## src/dhcpop_pkg.sv

```systemverilog
`timescale 1ns / 1ps

package dhcpop_pkg;

    // option codes with special handling
    localparam logic [7:0] OPT_PAD      = 8'd0;
    localparam logic [7:0] OPT_END      = 8'd255;
    localparam logic [7:0] OPT_OVERLOAD = 8'd52;

    // cookie, most significant byte arrives first
    localparam logic [31:0] MAGIC_COOKIE = 32'h63825363;

    // result kinds
    localparam logic [1:0] KIND_DATA  = 2'd0;
    localparam logic [1:0] KIND_EMPTY = 2'd1;
    localparam logic [1:0] KIND_DONE  = 2'd2;

    // region codes
    localparam logic [1:0] REGION_OPTIONS = 2'd0;
    localparam logic [1:0] REGION_FILE    = 2'd1;
    localparam logic [1:0] REGION_SNAME   = 2'd2;

    typedef struct packed {
        logic [1:0] kind;
        logic [7:0] option_code;
        logic [7:0] byte_index;
        logic [7:0] value;
        logic       last_of_option;
        logic       end_found;
        logic       truncated;
        logic       magic_ok;
    } t_result;

    typedef struct packed {
        logic not_empty;
        logic room_two;
    } t_fifo_status;

endpackage

```

## src/dhcpop_if.sv

```systemverilog
`timescale 1ns / 1ps

interface dhcpop_in_if;
    logic       valid;
    logic       ready;
    logic [1:0] region;
    logic [7:0] data_byte;
    logic       last_in_region;

    modport source (output valid, output region, output data_byte, output last_in_region,
                    input ready);
    modport sink   (input valid, input region, input data_byte, input last_in_region,
                    output ready);
endinterface

interface dhcpop_out_if;
    logic       valid;
    logic       ready;
    logic [1:0] kind;
    logic [7:0] option_code;
    logic [7:0] byte_index;
    logic [7:0] value;
    logic       last_of_option;
    logic       end_found;
    logic       truncated;
    logic       magic_ok;

    modport source (output valid, output kind, output option_code, output byte_index,
                    output value, output last_of_option, output end_found,
                    output truncated, output magic_ok, input ready);
    modport sink   (input valid, input kind, input option_code, input byte_index,
                    input value, input last_of_option, input end_found,
                    input truncated, input magic_ok, output ready);
endinterface

```

## src/dhcpop_out_fifo.sv

```systemverilog
`timescale 1ns / 1ps

// Result queue: takes up to two results per cycle, hands out one.
module dhcpop_out_fifo
    import dhcpop_pkg::*;
#(
    parameter int DEPTH = 4
) (
    input  logic                         i_clk,
    input  logic                         i_rst_n,
    input  logic [1:0]                   i_push_cnt,
    input  t_result                      i_data_a,
    input  t_result                      i_data_b,
    input  logic                         i_pop,
    output t_result                      o_head,
    output t_fifo_status                 o_status,
    output logic [$clog2(DEPTH+1)-1:0]   o_level
);
    localparam int PTR_W = (DEPTH > 1) ? $clog2(DEPTH) : 1;
    localparam int CNT_W = $clog2(DEPTH + 1);

    t_result            r_mem [DEPTH];
    logic [PTR_W-1:0]   r_wr, r_rd;
    logic [CNT_W-1:0]   r_count;
    logic [PTR_W-1:0]   wr_b;

    function automatic logic [PTR_W-1:0] ptr_inc(input logic [PTR_W-1:0] p);
        return (p == PTR_W'(DEPTH - 1)) ? '0 : p + PTR_W'(1);
    endfunction

    assign wr_b = ptr_inc(r_wr);

    always_ff @(posedge i_clk) begin
        if (!i_rst_n) begin
            r_wr    <= '0;
            r_rd    <= '0;
            r_count <= '0;
        end else begin
            r_count <= r_count + CNT_W'(i_push_cnt) - CNT_W'(i_pop);
            if (i_pop) begin
                r_rd <= ptr_inc(r_rd);
            end
            case (i_push_cnt)
                2'd1:    r_wr <= wr_b;
                2'd2:    r_wr <= ptr_inc(wr_b);
                default: r_wr <= r_wr;
            endcase
        end
    end

    always_ff @(posedge i_clk) begin
        if (i_push_cnt != 2'd0) begin
            r_mem[r_wr] <= i_data_a;
        end
        if (i_push_cnt == 2'd2) begin
            r_mem[wr_b] <= i_data_b;
        end
    end

    assign o_head             = r_mem[r_rd];
    assign o_status.not_empty = (r_count != '0);
    assign o_status.room_two  = (r_count <= CNT_W'(DEPTH - 2));
    assign o_level            = r_count;

endmodule

```

## src/dhcp_option_parser.sv

```systemverilog
`timescale 1ns / 1ps

// DHCP option parser. Feed the options region, then the file region, then the
// server-name region, one byte per request, with last_in_region on each
// region's final byte. The options region must open with the 63 82 53 63
// cookie; on a mismatch nothing is parsed. PAD is skipped, END skips the rest
// of its region, and the overload option (52) is consumed silently: bit 0 of
// its first data byte enables the file region, bit 1 the server-name region,
// effective for regions that have not yet started. Each option data byte comes
// out as a kind 0 result with its code and index; a zero-length option gives
// one kind 1 marker. The final byte of the server-name region adds a kind 2
// done result (end_found, truncated, magic_ok) and the parser returns to its
// reset state. Throughput is one byte per clock: the parse state is updated at
// the clock edge that takes the byte, and its results are written into a small
// output queue at that same edge. The input stalls only when that queue has fewer
// than two free slots, e.g. when the downstream side holds off.
module dhcp_option_parser
    import dhcpop_pkg::*;
#(
    parameter int FIFO_DEPTH = 4   // output queue entries, at least 2
) (
    input  logic          i_clk,
    input  logic          i_rst_n,
    dhcpop_in_if.sink     i_in,
    dhcpop_out_if.source  o_out
);
    localparam int CNT_W = $clog2(FIFO_DEPTH + 1);

    typedef enum logic [2:0] {
        PH_MAGIC,
        PH_CODE,
        PH_LEN,
        PH_DATA,
        PH_SKIP
    } t_phase;

    // parse state
    t_phase      r_phase,       n_phase;
    logic [1:0]  r_magic_count, n_magic_count;
    logic        r_magic_good,  n_magic_good;
    logic [7:0]  r_code,        n_code;
    logic [7:0]  r_remain,      n_remain;
    logic [7:0]  r_pos,         n_pos;
    logic        r_file_en,     n_file_en;
    logic        r_sname_en,    n_sname_en;
    logic [7:0]  r_last_code,   n_last_code;
    logic        r_overrun,     n_overrun;

    logic        accept;
    logic        res_opt, res_done;   // option result / done result this byte
    t_result     opt_result, done_result;
    logic [7:0]  b;
    logic        next_on;

    logic [1:0]         push_cnt;
    t_result            fifo_head;
    t_fifo_status       fifo_status;
    logic [CNT_W-1:0]   fifo_level;

    assign b      = i_in.data_byte;
    assign accept = i_in.valid & i_in.ready;

    always_comb begin
        n_phase       = r_phase;
        n_magic_count = r_magic_count;
        n_magic_good  = r_magic_good;
        n_code        = r_code;
        n_remain      = r_remain;
        n_pos         = r_pos;
        n_file_en     = r_file_en;
        n_sname_en    = r_sname_en;
        n_last_code   = r_last_code;
        n_overrun     = r_overrun;
        next_on       = 1'b0;
        res_opt       = 1'b0;
        res_done      = 1'b0;
        opt_result    = '0;
        done_result   = '0;

        case (r_phase)
            PH_MAGIC: begin
                // compare against cookie byte r_magic_count, MSB first
                if (b != MAGIC_COOKIE[{~r_magic_count, 3'b000} +: 8]) begin
                    n_magic_good = 1'b0;
                end
                n_magic_count = r_magic_count + 2'd1;
                if (n_magic_count == 2'd0) begin
                    n_phase = n_magic_good ? PH_CODE : PH_SKIP;
                end else if (i_in.last_in_region) begin
                    n_magic_good = 1'b0;    // region ended inside cookie
                end
            end
            PH_CODE: begin
                n_last_code = b;
                if (b == OPT_END) begin
                    n_phase = PH_SKIP;
                end else if (b != OPT_PAD) begin
                    n_code  = b;
                    n_phase = PH_LEN;
                end
            end
            PH_LEN: begin
                n_remain = b;
                n_pos    = 8'd0;
                if (b == 8'd0) begin
                    if (r_code != OPT_OVERLOAD) begin
                        res_opt                   = 1'b1;
                        opt_result.kind           = KIND_EMPTY;
                        opt_result.option_code    = r_code;
                        opt_result.last_of_option = 1'b1;
                    end
                    n_phase = PH_CODE;
                end else begin
                    n_phase = PH_DATA;
                end
            end
            PH_DATA: begin
                if (r_code == OPT_OVERLOAD) begin
                    if (r_pos == 8'd0) begin
                        n_file_en  = b[0];
                        n_sname_en = b[1];
                    end
                end else begin
                    res_opt                   = 1'b1;
                    opt_result.kind           = KIND_DATA;
                    opt_result.option_code    = r_code;
                    opt_result.byte_index     = r_pos;
                    opt_result.value          = b;
                    opt_result.last_of_option = (r_remain == 8'd1);
                end
                n_pos    = r_pos + 8'd1;
                n_remain = r_remain - 8'd1;
                if (n_remain == 8'd0) begin
                    n_phase = PH_CODE;
                end
            end
            default: begin
            end
        endcase

        if (i_in.last_in_region) begin
            // region closed with an option half read
            if (n_phase == PH_LEN || n_phase == PH_DATA) begin
                n_overrun = 1'b1;
            end
            if (i_in.region[1]) begin
                // server-name region (or region code 3): report and restart
                res_done                = 1'b1;
                done_result.kind        = KIND_DONE;
                done_result.option_code = n_last_code;
                done_result.end_found   = (n_last_code == OPT_END);
                done_result.truncated   = n_overrun;
                done_result.magic_ok    = n_magic_good;
                n_phase       = PH_MAGIC;
                n_magic_count = 2'd0;
                n_magic_good  = 1'b1;
                n_code        = 8'd0;
                n_remain      = 8'd0;
                n_pos         = 8'd0;
                n_file_en     = 1'b0;
                n_sname_en    = 1'b0;
                n_last_code   = 8'd0;
                n_overrun     = 1'b0;
            end else begin
                next_on  = (i_in.region == REGION_OPTIONS) ? n_file_en : n_sname_en;
                n_phase  = (n_magic_good && next_on) ? PH_CODE : PH_SKIP;
                n_remain = 8'd0;
                n_pos    = 8'd0;
            end
        end
    end

    always_ff @(posedge i_clk) begin
        if (!i_rst_n) begin
            r_phase       <= PH_MAGIC;
            r_magic_count <= 2'd0;
            r_magic_good  <= 1'b1;
            r_code        <= 8'd0;
            r_remain      <= 8'd0;
            r_pos         <= 8'd0;
            r_file_en     <= 1'b0;
            r_sname_en    <= 1'b0;
            r_last_code   <= 8'd0;
            r_overrun     <= 1'b0;
        end else if (accept) begin
            r_phase       <= n_phase;
            r_magic_count <= n_magic_count;
            r_magic_good  <= n_magic_good;
            r_code        <= n_code;
            r_remain      <= n_remain;
            r_pos         <= n_pos;
            r_file_en     <= n_file_en;
            r_sname_en    <= n_sname_en;
            r_last_code   <= n_last_code;
            r_overrun     <= n_overrun;
        end
    end

    // option result goes ahead of the done result
    always_comb begin
        if (!accept) begin
            push_cnt = 2'd0;
        end else begin
            push_cnt = {1'b0, res_opt} + {1'b0, res_done};
        end
    end

    dhcpop_out_fifo #(
        .DEPTH (FIFO_DEPTH)
    ) u_out_fifo (
        .i_clk      (i_clk),
        .i_rst_n    (i_rst_n),
        .i_push_cnt (push_cnt),
        .i_data_a   (res_opt ? opt_result : done_result),
        .i_data_b   (done_result),
        .i_pop      (o_out.valid & o_out.ready),
        .o_head     (fifo_head),
        .o_status   (fifo_status),
        .o_level    (fifo_level)
    );

    assign i_in.ready           = fifo_status.room_two;
    assign o_out.valid          = fifo_status.not_empty;
    assign o_out.kind           = fifo_head.kind;
    assign o_out.option_code    = fifo_head.option_code;
    assign o_out.byte_index     = fifo_head.byte_index;
    assign o_out.value          = fifo_head.value;
    assign o_out.last_of_option = fifo_head.last_of_option;
    assign o_out.end_found      = fifo_head.end_found;
    assign o_out.truncated      = fifo_head.truncated;
    assign o_out.magic_ok       = fifo_head.magic_ok;

    // queue never overfills
    a_fifo_bound: assert property (@(posedge i_clk) disable iff (!i_rst_n)
        fifo_level <= CNT_W'(FIFO_DEPTH))
        else $error("output queue overflow");

    // a cookie phase with nothing counted yet starts with the cookie marked good
    a_magic_fresh: assert property (@(posedge i_clk) disable iff (!i_rst_n)
        r_phase == PH_MAGIC && r_magic_count == 2'd0 |-> r_magic_good)
        else $error("fresh cookie phase with cookie already bad");

    // data phase always has bytes left to take
    a_data_remain: assert property (@(posedge i_clk) disable iff (!i_rst_n)
        r_phase == PH_DATA |-> r_remain != 8'd0)
        else $error("data phase with zero bytes remaining");

    // end of server-name region restarts the parse
    a_done_restart: assert property (@(posedge i_clk) disable iff (!i_rst_n)
        accept && i_in.last_in_region && i_in.region[1]
        |=> r_phase == PH_MAGIC && r_magic_good && !r_overrun)
        else $error("parser not restarted after done");

endmodule

```

## src/flat_wrapper.sv

```systemverilog
// flat-port wrapper written by rule: the top's interface ports become plain ports
module dhcp_option_parser_flat import dhcpop_pkg::*;
#(
    parameter int FIFO_DEPTH = 4                                      
)
  (i_clk, i_rst_n, i_in_valid, i_in_region, i_in_data_byte, i_in_last_in_region, i_in_ready, o_out_valid, o_out_kind, o_out_option_code, o_out_byte_index, o_out_value, o_out_last_of_option, o_out_end_found, o_out_truncated, o_out_magic_ok, o_out_ready);
  dhcpop_in_if i_in_i ();
  dhcpop_out_if o_out_i ();
  input  logic i_clk;
  input  logic i_rst_n;
  input wire logic [$bits(i_in_i.valid)-1:0] i_in_valid;
  input wire logic [$bits(i_in_i.region)-1:0] i_in_region;
  input wire logic [$bits(i_in_i.data_byte)-1:0] i_in_data_byte;
  input wire logic [$bits(i_in_i.last_in_region)-1:0] i_in_last_in_region;
  output wire logic [$bits(i_in_i.ready)-1:0] i_in_ready;
  output wire logic [$bits(o_out_i.valid)-1:0] o_out_valid;
  output wire logic [$bits(o_out_i.kind)-1:0] o_out_kind;
  output wire logic [$bits(o_out_i.option_code)-1:0] o_out_option_code;
  output wire logic [$bits(o_out_i.byte_index)-1:0] o_out_byte_index;
  output wire logic [$bits(o_out_i.value)-1:0] o_out_value;
  output wire logic [$bits(o_out_i.last_of_option)-1:0] o_out_last_of_option;
  output wire logic [$bits(o_out_i.end_found)-1:0] o_out_end_found;
  output wire logic [$bits(o_out_i.truncated)-1:0] o_out_truncated;
  output wire logic [$bits(o_out_i.magic_ok)-1:0] o_out_magic_ok;
  input wire logic [$bits(o_out_i.ready)-1:0] o_out_ready;
  assign i_in_i.valid = i_in_valid;
  assign i_in_i.region = i_in_region;
  assign i_in_i.data_byte = i_in_data_byte;
  assign i_in_i.last_in_region = i_in_last_in_region;
  assign i_in_ready = i_in_i.ready;
  assign o_out_valid = o_out_i.valid;
  assign o_out_kind = o_out_i.kind;
  assign o_out_option_code = o_out_i.option_code;
  assign o_out_byte_index = o_out_i.byte_index;
  assign o_out_value = o_out_i.value;
  assign o_out_last_of_option = o_out_i.last_of_option;
  assign o_out_end_found = o_out_i.end_found;
  assign o_out_truncated = o_out_i.truncated;
  assign o_out_magic_ok = o_out_i.magic_ok;
  assign o_out_i.ready = o_out_ready;
  dhcp_option_parser #(.FIFO_DEPTH(FIFO_DEPTH)) u_core (.i_clk(i_clk), .i_rst_n(i_rst_n), .i_in(i_in_i), .o_out(o_out_i));
endmodule
```

## config.mk

```make
export PLATFORM = sky130hd
export DESIGN_NAME = dhcp_option_parser_flat
export DESIGN_NICKNAME = d
export VERILOG_FILES = /design/src/dhcpop_pkg.sv /design/src/dhcpop_if.sv /design/src/dhcpop_out_fifo.sv /design/src/dhcp_option_parser.sv /design/src/flat_wrapper.sv
export SDC_FILE = /design/constraint.sdc
export NUM_CORES = 1
export LEC_CHECK = 0
export BUFFER_PORTS_ARGS = -buffer_cell sky130_fd_sc_hd__clkbuf_2
export CAP_MARGIN = 10
export CORE_MARGIN = 1.5
export CORE_UTILIZATION = 54
export CTS_BUF_LIST = sky130_fd_sc_hd__clkbuf_4 sky130_fd_sc_hd__clkbuf_8 sky130_fd_sc_hd__clkbuf_16
export DETAILED_ROUTE_END_ITERATION = 8
export GPL_ROUTABILITY_DRIVEN = 0
export PLACE_DENSITY_LB_ADDON = 0.25
export RECOVER_POWER = 25
export SETUP_SLACK_MARGIN = 0.05
export SLEW_MARGIN = 10
export SYNTH_ARGS = -nofsm -noshare
export SYNTH_HDL_FRONTEND = slang
export SYNTH_SLANG_ARGS = --single-unit
```

## constraint.sdc

```tcl
create_clock -name i_clk -period 11.39 [get_ports i_clk]
set_input_delay 1.7085 -clock i_clk [delete_from_list [all_inputs] [get_ports i_clk]]
set_output_delay 1.7085 -clock i_clk [all_outputs]
set_load 0.01 [all_outputs]
```

======== Word level (Yosys, flattened, before mapping) ========
Memory sizes are Yosys's and may differ from the RTL's. A register that Yosys moved wholly into a read port is not among the register bits.
Cells that the tools add are included.
storage, ports and cells
  flip-flop bits (word level) ............. 48
  memory bits (writable) .................. 120
  bits of input ports ..................... 15
  output and inout port bits .............. 32
  word-level logic and storage cells ...... 132
  memories ................................ 1
cells by class
  add/sub/neg operators ................... 9
  magnitude comparators ................... 1
  eq/ne operators ......................... 16
  shift operators ......................... 1
  muxes and demuxes ....................... 73
  bitwise gates (word level) .............. 3
  reduce and logical (&&, ||, !) cells .... 15
memories
  name                     depth  width  rd ports  clocked after memory_dff  wr ports  line                   source
  u_core.u_out_fifo.r_mem  4      30     1         1                         2         dhcpop_out_fifo.sv:22  t_result r_mem [DEPTH];
operators by type and width
  cell                                                                         count
  8-bit 2-to-1 mux                                                             10
  8-bit case mux with 2 select lines                                           2
  32-bit by 6-bit indexed part select with 8-bit output, first input constant  1
  10-bit 2-to-1 mux                                                            3
  3-bit 2-to-1 mux                                                             10
  30-bit 2-to-1 mux                                                            1
  1-bit 2-to-1 mux                                                             29
  25-bit 2-to-1 mux                                                            1
  8-bit zero test                                                              3
  2-bit 2-to-1 mux                                                             10
  10-bit case mux with 2 select lines                                          1
  8-bit == test, second input constant                                         2
  16-bit 2-to-1 mux                                                            1
  3-bit by 2-bit == test with 1-bit output, second input constant              4
  3-bit case mux with 4 select lines                                           1
  9-bit 2-to-1 mux                                                             1
  2-bit by 1-bit adder with 2-bit output, second input constant                4
  8-bit by 1-bit adder with 8-bit output, second input constant                1
  2-bit == test, second input constant                                         4
  8-bit by 1-bit == test with 1-bit output, second input constant              1
  8-bit by 6-bit == test with 1-bit output, second input constant              1
  8-bit by 6-bit != test with 1-bit output, second input constant              1
  8-bit != test                                                                1
  8-bit nonzero test                                                           1
  18 further kinds                                                             24

======== Depth between registers and ports, before layout ========
Gate-level depths: netlist of the first run.
  word-level depth ........................ 14
  depth in mapped cells ................... 16
  depth with buffers taken out ............ 14

======== Hierarchy ========
Synthesis of the first run repeated with hierarchy kept, for this count alone.
unflattened totals
  cells, all modules ...................... 710
  area, all modules ....................... 9,012.4 um2
by module, submodules not included
  module              times used  cells an instance  area each (um2)  sequential area each (um2)
  dhcpop_out_fifo     1           350                6,283.5          3,783.6
  dhcp_option_parser  1           360                2,728.9          820.8

======== Least setup slack after synthesis of the first run ========
OpenSTA, ideal clock, no wires.
  path type ............................... input port to flip-flop
  start ................................... input port i_in_data_byte[3]
  end ..................................... memory u_core.u_out_fifo.r_mem[0][1] (netlist bit) (data pin)
  setup time .............................. 0.271 ns
  arrival ................................. 4.761 ns
  data required time ...................... 11.119 ns
  slack ................................... 6.358 ns
  stages on the path ...................... 15
  cell sequence ........................... clkbuf_1 -> nor2_1 -> and4_1 -> and3b_4 -> nor2_8 -> buf_6 -> ha_1 -> nand2b_1 -> ha_1 -> clkbuf_1 -> and2_1 -> nor2_1 -> inv_1 -> o21ai_0 -> nor3_1
RTL lines
  element             line                   source
  start: declaration  flat_wrapper.sv:13     input wire logic [$bits(i_in_i.data_byte)-1:0] i_in_data_byte;
  end: declaration    dhcpop_out_fifo.sv:22

==> results of run 1 <==
## final timing paths
check,slack (ps),endpoint,startpoint
min,480,u_core.u_out_fifo.r_mem[2][19],u_core.u_out_fifo.r_mem[2][19]
max,5330,u_core.u_out_fifo.r_mem[1][24],i_in_data_byte[0]
min reg2reg,480,u_core.u_out_fifo.r_mem[2][19],u_core.u_out_fifo.r_mem[2][19]
max reg2reg,6330,u_core.u_out_fifo.r_mem[1][24],u_core.r_phase[1]
## cell families (layout without fill, tap and decap cells)
| group | Yosys count | count (layout) | share of synthesized area |
|---|---|---|---|
| muxes | 59 | 59 | 0.119 |
| adders and majority gates | 23 | 23 | 0.0365 |
| xor gates and xnor gates | 14 | 14 | 0.0152 |
| AOI/OAI and AO/OA | 183 | 183 | 0.177 |
| buffers and inverters | 78 | 113 | 0.0388 |
| and+or+nand+nor | 205 | 205 | 0.132 |
| DFF | 170 | 170 | 0.480 |
## critical path: cells and delay by family
| family | cells | cell delay (ps) |
|---|---|---|
| adder cells (fa/ha/maj) | 2 | 560 |
| buffers and inverters | 2 | 1110 |
| AND/OR/NAND/NOR | 8 | 2720 |
## where the power goes
group / total, W / switching, W / internal (W) / leakage, nW
clock: 0.000599 / 0.000244 / 0.000355 / 0.297
sequential: 0.000654 / 0.0000162 / 0.000638 / 1.45
combinational: 0.000214 / 0.000125 / 0.0000890 / 1.52
## layout by cell type, fill, tap and decap left out, types with 3 or more instances in the layout
cell type  count
buf_4          7
nand3b_1       4
nand4_1        4
inv_1         26
o22ai_1        4
mux4_2        30
nor2_2         4
clkinv_4       5
ha_1          22
a21oi_4        3
xnor2_1       10
nor4_1         3
mux2i_1       29
a22oi_1       14
a31oi_1        3
o21ai_0       23
edfxtp_1      48
xor2_1         4
nor2b_1       23
a211oi_1       4
nor2_1        62
nand2b_1       4
nor3b_1        4
a21boi_0       3
o32ai_1        8
clkbuf_16     17
a21o_1         4
clkbuf_2      25
a21oi_1       12
nand2_1       37
dfxtp_1      121
or3_1          7
nand3_1        9
nor3_1        15
o31ai_1        4
and2_1         9
clkbuf_1      22
bufinv_16      3
a22o_1        89
and3_1         4
## final cells by class
type,instances,area [um2]
clock buffers,19,447
clock inverters,13,169
fillers,1152,5600
inverters,27,104
multi-input cells,484,3900
flip-flops and latches,170,3880
well taps,184,230
repair buffers,54,260
## sequential cells by signal, indices dropped and copies added (netlist names), named ones only
name,flops
u_core.r_pos,8
u_core.r_remain,8
u_core.u_out_fifo.r_mem,120
u_core.r_magic_count,2
u_core.r_sname_en,1
u_core.u_out_fifo.o_level,3
u_core.r_last_code,8
u_core.u_out_fifo.r_wr,2
u_core.r_overrun,1
u_core.r_magic_good,1
u_core.r_phase,3
u_core.r_code,8
u_core.u_out_fifo.r_rd,2
u_core.r_file_en,1
## stage by stage
step	hold WS, ps	area, um2	instances	worst slack (ps)	util
3_3_place_gp	456	8410	919	5310	0.576
4_1_cts	480	9020	951	5580	0.618
3_5_place_dp	463	8410	919	5140	0.576
2_1_floorplan	439	8090	732	6360	-
6_report	477	8990	951	5330	0.616
5_1_grt	489	8990	951	5000	0.616
## metal layers
metal | vias up | global-route usage
met1 | 3001 | 0.381
met3 | 43 | 0.0573
met4 | 0 | 0.0936
li1 | 2796 | -
met2 | 267 | 0.418
met5 | - | 0
==> results.tsv, run 1 <==
stage	metric	value	unit
die	Die Y	125	um
yosys	Ys Warns	0	
sta	Setup TNS	0	ps
yosys	Async S/R FF share, synth	0	
yosys	Mapped Area	8090	um2
die	row count	44	
placement	HPWL after DPL	14000	um
yosys	Post-Syn Nets	770	
sta	fmax	165	MHz
setup_path	slowest stage cell, crit path	and2_1	
power	maximum vdd drop	0.104	mV
sta	Least-Margin Pin Slew	2670	ps
hold_path	Tightest Hold Check Type	flop to flop	
cells_and_area	area grow syn2layout	11.2	%
route	met2 wire length	9420	um
route	routed len/inst	21.6	um
global_routing	Congestion Overflow GR	0	
sta	min Tclk post-route	6060	ps
power	Pwr Total	0.00147	W
route	antenna-violating nets left	0	
clock_tree	clk root buf	clkbuf_16	
route	Met1 Wirelength	9070	um
setup_path	crit path capture type	flop	
setup_path	CP Launch Type	input port	
clock_tree	Resized cells post-CTS	0	
clock_tree	TritonCTS buffer count	17	
cells_and_area	fin nets	792	
clock_tree	CTS tree	done	
sta	final setup skew	7.62	ps
clock_tree	Post CTS Setup Buffer Count	0	
clock_tree	Clock transition at path regs	70	ps
global_routing	Global Route Usage Sum	0.271	
clock_tree	worst skew pair latency	430	ps
route	total routed wirelength	20500	um
power	PD cells	163	nW/um2
sta	endpoints failing setup	0	
route	met3 WL	1550	um
setup_path	Reg2Reg Depth	10	
sta	endpoints failing hold	0	
yosys	synth unique cells	62	
route	Vias/cell	6.42	
setup_path	CP peak stage delay	820	ps
sta	RSZ-0062 raised after global routing	false	
power	Pleak	3.27	nW
clock_tree	# hold bufs at CTS	0	
route	DRT Pass-1 Iters	5	
yosys	mean post-synth cell area	11.0	um2
clock_tree	CTS sink count	170	
setup_path	most used cell, CP	ha_1	
die	Starting Density	0.554	
cells_and_area	ant diodes	0	
route	DR iter-0 viols	636	
sta	Slew HR	-0.777	
yosys	most frequent cell after synthesis	dfxtp_1	
route	via count	6107	
setup_path	WS Path Type	input port to flop	
global_routing	initial antenna violation count	0	
yosys	most common library cells after synthesis	dfxtp_1, a22o_1, nor2_1, edfxtp_1, nand2_1	
setup_path	Arrival @ worst endpoint	6130	ps
sta	count of final max-slew check failures	45	
yosys	Synth Flop Type	dfxtp_1	
placement	Buffers on Ports	46	
die	die outline area	15700	um2
die	I/O pin total	47	
yosys	sequential fraction of the synthesis area	0.480	
clock_tree	clock tree buffer depth	2	
sta	fin crit share	0.532	
setup_path	sequence of cells on the critical path	clkbuf_1, nor2_1, and4_1, and3b_4, nor2_8, ha_1, nand2b_1, ha_1, nand2_1, nand3b_1, and2_1, inv_1	
die	die width	125	um
hold_path	worst hold path depth	1	
die	Core Box Area	14600	um2
cells_and_area	share of cells above drive strength 1	0.142	
yosys	biggest area consumer among synthesized cells	dfxtp_1	
global_routing	largest net degree at the start of global routing	34	
yosys	Area contributors post-synth	dfxtp_1, edfxtp_1, a22o_1	
setup_path	critical path fanouts, max	18	
run_status	status	complete, but fails checks	
setup_path	Critical Path RT	11460	ps
yosys	share of the synthesized area in the top cell type	0.302	
run_status	failing checks	capacitance limit, slew limit	
clock_tree	CTS H-tree depth	4	
run	MaxCap Viol Count	2	
yosys	Post-synth EDFFs	48	
yosys	Post-Synthesis Cells	732	
global_routing	global-route wire length before repair	33300	um
route	Post-route DRC	0	
yosys	register bit total from synthesis	170	
route	DR top layer	met4	
global_routing	vias in the first global route	6070	
No activity file was read; power rests on OpenSTA's default activity.
==> run 2, diff against run 1 <==
--- a/config.mk
+++ b/config.mk
@@ -5,6 +5,7 @@
 export SDC_FILE = /design/constraint.sdc
 export NUM_CORES = 1
 export LEC_CHECK = 0
+export ABC_AREA = 1
 export BUFFER_PORTS_ARGS = -buffer_cell sky130_fd_sc_hd__clkbuf_2
 export CAP_MARGIN = 10
 export CORE_MARGIN = 1.5
==> constraint.sdc (replaced) <==
create_clock -name i_clk -period 4.91 [get_ports i_clk]
set_input_delay 0.7365 -clock i_clk [delete_from_list [all_inputs] [get_ports i_clk]]
set_output_delay 0.7365 -clock i_clk [all_outputs]
set_load 0.01 [all_outputs]
==> run 2 against run 1 <==
The run still ends with capacitance limit, slew limit left. Sequential share of layout area fell by 0.25 points. Via count increased by 20%. Power rose to 2.5 times the previous value. Utilization grew 0.12 points. Die area is 0.76% higher. Design area rose by 0.57%. Critical endpoint is now u_core.u_out_fifo.r_mem[3][21]. Largest cell class is now sequential cells. Largest power group unchanged.
==> results.tsv, run 2 <==
stage	metric	value	unit	change
run_status	status	complete, but fails checks		
run_status	failing checks	capacitance limit, slew limit		
yosys	sequential fraction of the synthesis area	0.477		-0.00369
placement	placed inst area	8510	um2	+1.2%
route	routed len/inst	17.4	um	-19%
route	via count	7330		+20%
die	Core Box Area	14600	um2	+0.38%
setup_path	reg-to-reg setup timing slack	680	ps	-5650 ps
sta	endpoints failing hold	0		unchanged
cells_and_area	fin nets	1100		+39%
yosys	Area contributors post-synth	dfxtp_1, edfxtp_1, o21ai_0		
yosys	Async S/R FF share, synth	0		unchanged
cells_and_area	Fill cells	1343		+17%
clock_tree	CTS tree	done		
setup_path	Arrival @ worst endpoint	4490	ps	-1640 ps
hold_path	hold endpoint	u_core.r_last_code[6]		
sta	Slew HR	-0.0202		+0.757
yosys	Mapped Area	8150	um2	+0.77%
setup_path	slowest stage cell, crit path	a31oi_4		
die	Die Y	126	um	+0.38%
die	die width	126	um	+0.38%
setup_path	critical path fanouts, max	26		+8
yosys	Synth Flop Type	dfxtp_1		
clock_tree	Post CTS Setup Buffer Count	0		unchanged
setup_path	reg-to-reg endpoint	u_core.u_out_fifo.r_mem[3][21]		
setup_path	Critical Path RT	5170	ps	-6290 ps
power	maximum vdd drop	0.233	mV	+120%
setup_path	WS Path Type	flop to flop		
yosys	most common library cells after synthesis	nand2_1, o21ai_0, nor2_1, dfxtp_1, nand3_1		
hold_path	worst hold path depth	2		+1
setup_path	reg2reg start	u_core.r_phase[2]		
clock_tree	# hold bufs at CTS	0		unchanged
global_routing	Global Route Usage Sum	0.282		+0.0114
yosys	Ys Warns	0		unchanged
cells_and_area	share of cells above drive strength 1	0.0924		-0.0498
power	PD cells	409	nW/um2	+150%
hold_path	Tightest Hold Check Type	flop to flop		
cells_and_area	max reg flops	120		unchanged
yosys	most frequent cell after synthesis	nand2_1		
die	die outline area	15800	um2	+0.76%
placement	HPWL after DPL	14400	um	+2.7%
power	Pleak	3.49	nW	+6.8%
cells_and_area	commonest non-fill, non-tap cells in the layout	nand2_1, o21ai_0, nor2_1, dfxtp_1, nand3_1		
global_routing	initial antenna violation count	0		unchanged
yosys	Post-Syn Nets	1077		+40%
die	Starting Density	0.557		+0.00219
clock_tree	CTS H-tree depth	4		unchanged
die	row count	44		unchanged
global_routing	vias in the first global route	6866		+13%
die	I/O pin total	47		unchanged
clock_tree	worst skew pair latency	430	ps	about the same
sta	endpoints failing setup	0		unchanged
route	Vias/cell	5.84		-9.1%
clock_tree	clk root buf	clkbuf_16		
cells_and_area	area grow syn2layout	11.0	%	
run	MaxCap Viol Count	1		-1
sta	Least-Margin Pin Slew	1520	ps	-1150 ps
yosys	Post-synth EDFFs	48		unchanged
clock_tree	CTS sink count	170		unchanged
clock_tree	TritonCTS buffer count	17		unchanged
sta	fmax	236	MHz	
cells_and_area	ant diodes	0		unchanged
cells_and_area	commonest non-fill, non-tap cell in the layout	nand2_1		
setup_path	CP Launch Type	flop		
yosys	synth unique cells	38		-39%
sta	Setup TNS	0	ps	unchanged
global_routing	largest net degree at the start of global routing	61		+79%
placement	Buffers on Ports	46		unchanged
clock_tree	Resized cells post-CTS	0		unchanged
route	Post-route DRC	0		unchanged
yosys	share of the synthesized area in the top cell type	0.300		-0.00232
global_routing	global-route wire length before repair	35000	um	+5.2%
route	antenna-violating nets left	0		unchanged
sta	final setup skew	13.4	ps	+5.80 ps
yosys	biggest area consumer among synthesized cells	dfxtp_1		
setup_path	sequence of cells on the critical path	inv_2, nand3_1, nor2_1, a31oi_4, ha_1, or2_2, ha_1, nand2_1, inv_1, nor2_1, inv_1, o22ai_1		
route	total routed wirelength	21800	um	+6.4%
cells_and_area	Finished Cell Area	9040	um2	+0.57%
setup_path	crit path capture type	flop		
hold_path	Hold Startpoint	u_core.r_last_code[6]		
yosys	Post-Synthesis Cells	1039		+42%
clock_tree	clock tree buffer depth	2		unchanged
clock_tree	Clock transition at path regs	60	ps	about the same
global_routing	Congestion Overflow GR	0		unchanged
setup_path	CP peak stage delay	650	ps	-170 ps
setup_path	worst setup path startpoint	u_core.r_phase[2]		
sta	min Tclk post-route	4230	ps	
yosys	register bit total from synthesis	170		unchanged
sta	count of final max-slew check failures	17		-62%
sta	fin crit share	0.862		
yosys	mean post-synth cell area	7.84	um2	-29%
sta	RSZ-0062 raised after global routing	false		
setup_path	Reg2Reg Depth	12		+2
route	DR iter-0 viols	628		-1.3%
cells_and_area	Largest Register	u_core.u_out_fifo.r_mem		
route	DRT Pass-1 Iters	9		+4
==> run 2: power breakdown <==
| group | total [W] | switching, W | internal [W] |
|---|---|---|---|
| logic | 0.000859 | 0.000588 | 0.000271 |
| registers | 0.00151 | 0.0000294 | 0.00148 |
| clock network | 0.00133 | 0.000529 | 0.000803 |
| total | 0.00370 | 0.00115 | 0.00255 |
==> run 2: per-stage QoR <==
step	hold slack (ps)	cells	total power, W	utilization	setup slack [ps]
CTS	462	1256	0.00373	0.621	992
detailed placement	452	1227	0.00241	0.581	622
global placement	449	1227	0.00240	0.581	761
global route	472	1256	0.00386	0.618	396
finish	462	1256	0.00370	0.618	678
floorplan	442	1039	0.00211	-	1390
==> run 2: metal layers <==
| metal | track usage | wire, um |
|---|---|---|
| met3 | 0.0523 | 1450 |
| met2 | 0.452 | 9980 |
| met5 | 0 | 0 |
| met1 | 0.377 | 9760 |
| met4 | 0.121 | 646 |
==> run 2: how the worst max path moves through the flow <==
stage	end	slack [ps]
after floorplan	u_core.u_out_fifo.r_mem[0][1]	1390
after detailed placement	u_core.u_out_fifo.r_mem[3][21]	620
after global placement	u_core.u_out_fifo.r_mem[3][27]	760
after CTS	u_core.u_out_fifo.r_mem[3][21]	990
final	u_core.u_out_fifo.r_mem[3][21]	680
after global routing	u_core.u_out_fifo.r_mem[1][21]	400
==> run 2: kinds of logic (layout without fill, tap and decap cells) <==
family                     Yosys count  count (layout)  share of synthesized area
buffers and inverters              139             172                     0.0657
xor gates and xnor gates             7               7                    0.00752
DFF                                170             170                      0.477
AOI/OAI and AO/OA                  294             294                      0.204
adders and majority gates           23              23                     0.0362
and+or+nand+nor                    406             406                      0.210
==> run 2: cell type report <==
cell class | instances | area (um2) | share of cell area
Clock buffer | 24 | 531 | 0.0587
Clock inverter | 5 | 57.6 | 0.00636
Inverter | 79 | 297 | 0.0328
Multi-Input combinational cell | 730 | 3700 | 0.409
Sequential cell | 170 | 3880 | 0.430
Tap cell | 184 | 230 | 0.0255
Timing Repair Buffer | 64 | 342 | 0.0378
==> run 2: critical path: cells and delay by family (launching register included) <==
kind                     cells  cell delay (ps)
buffers and inverters        3              570
AO/OA/AOI/OAI                2              930
flip-flops                   1              370
adder cells (fa/ha/maj)      2              620
AND/OR/NAND/NOR              5             1550
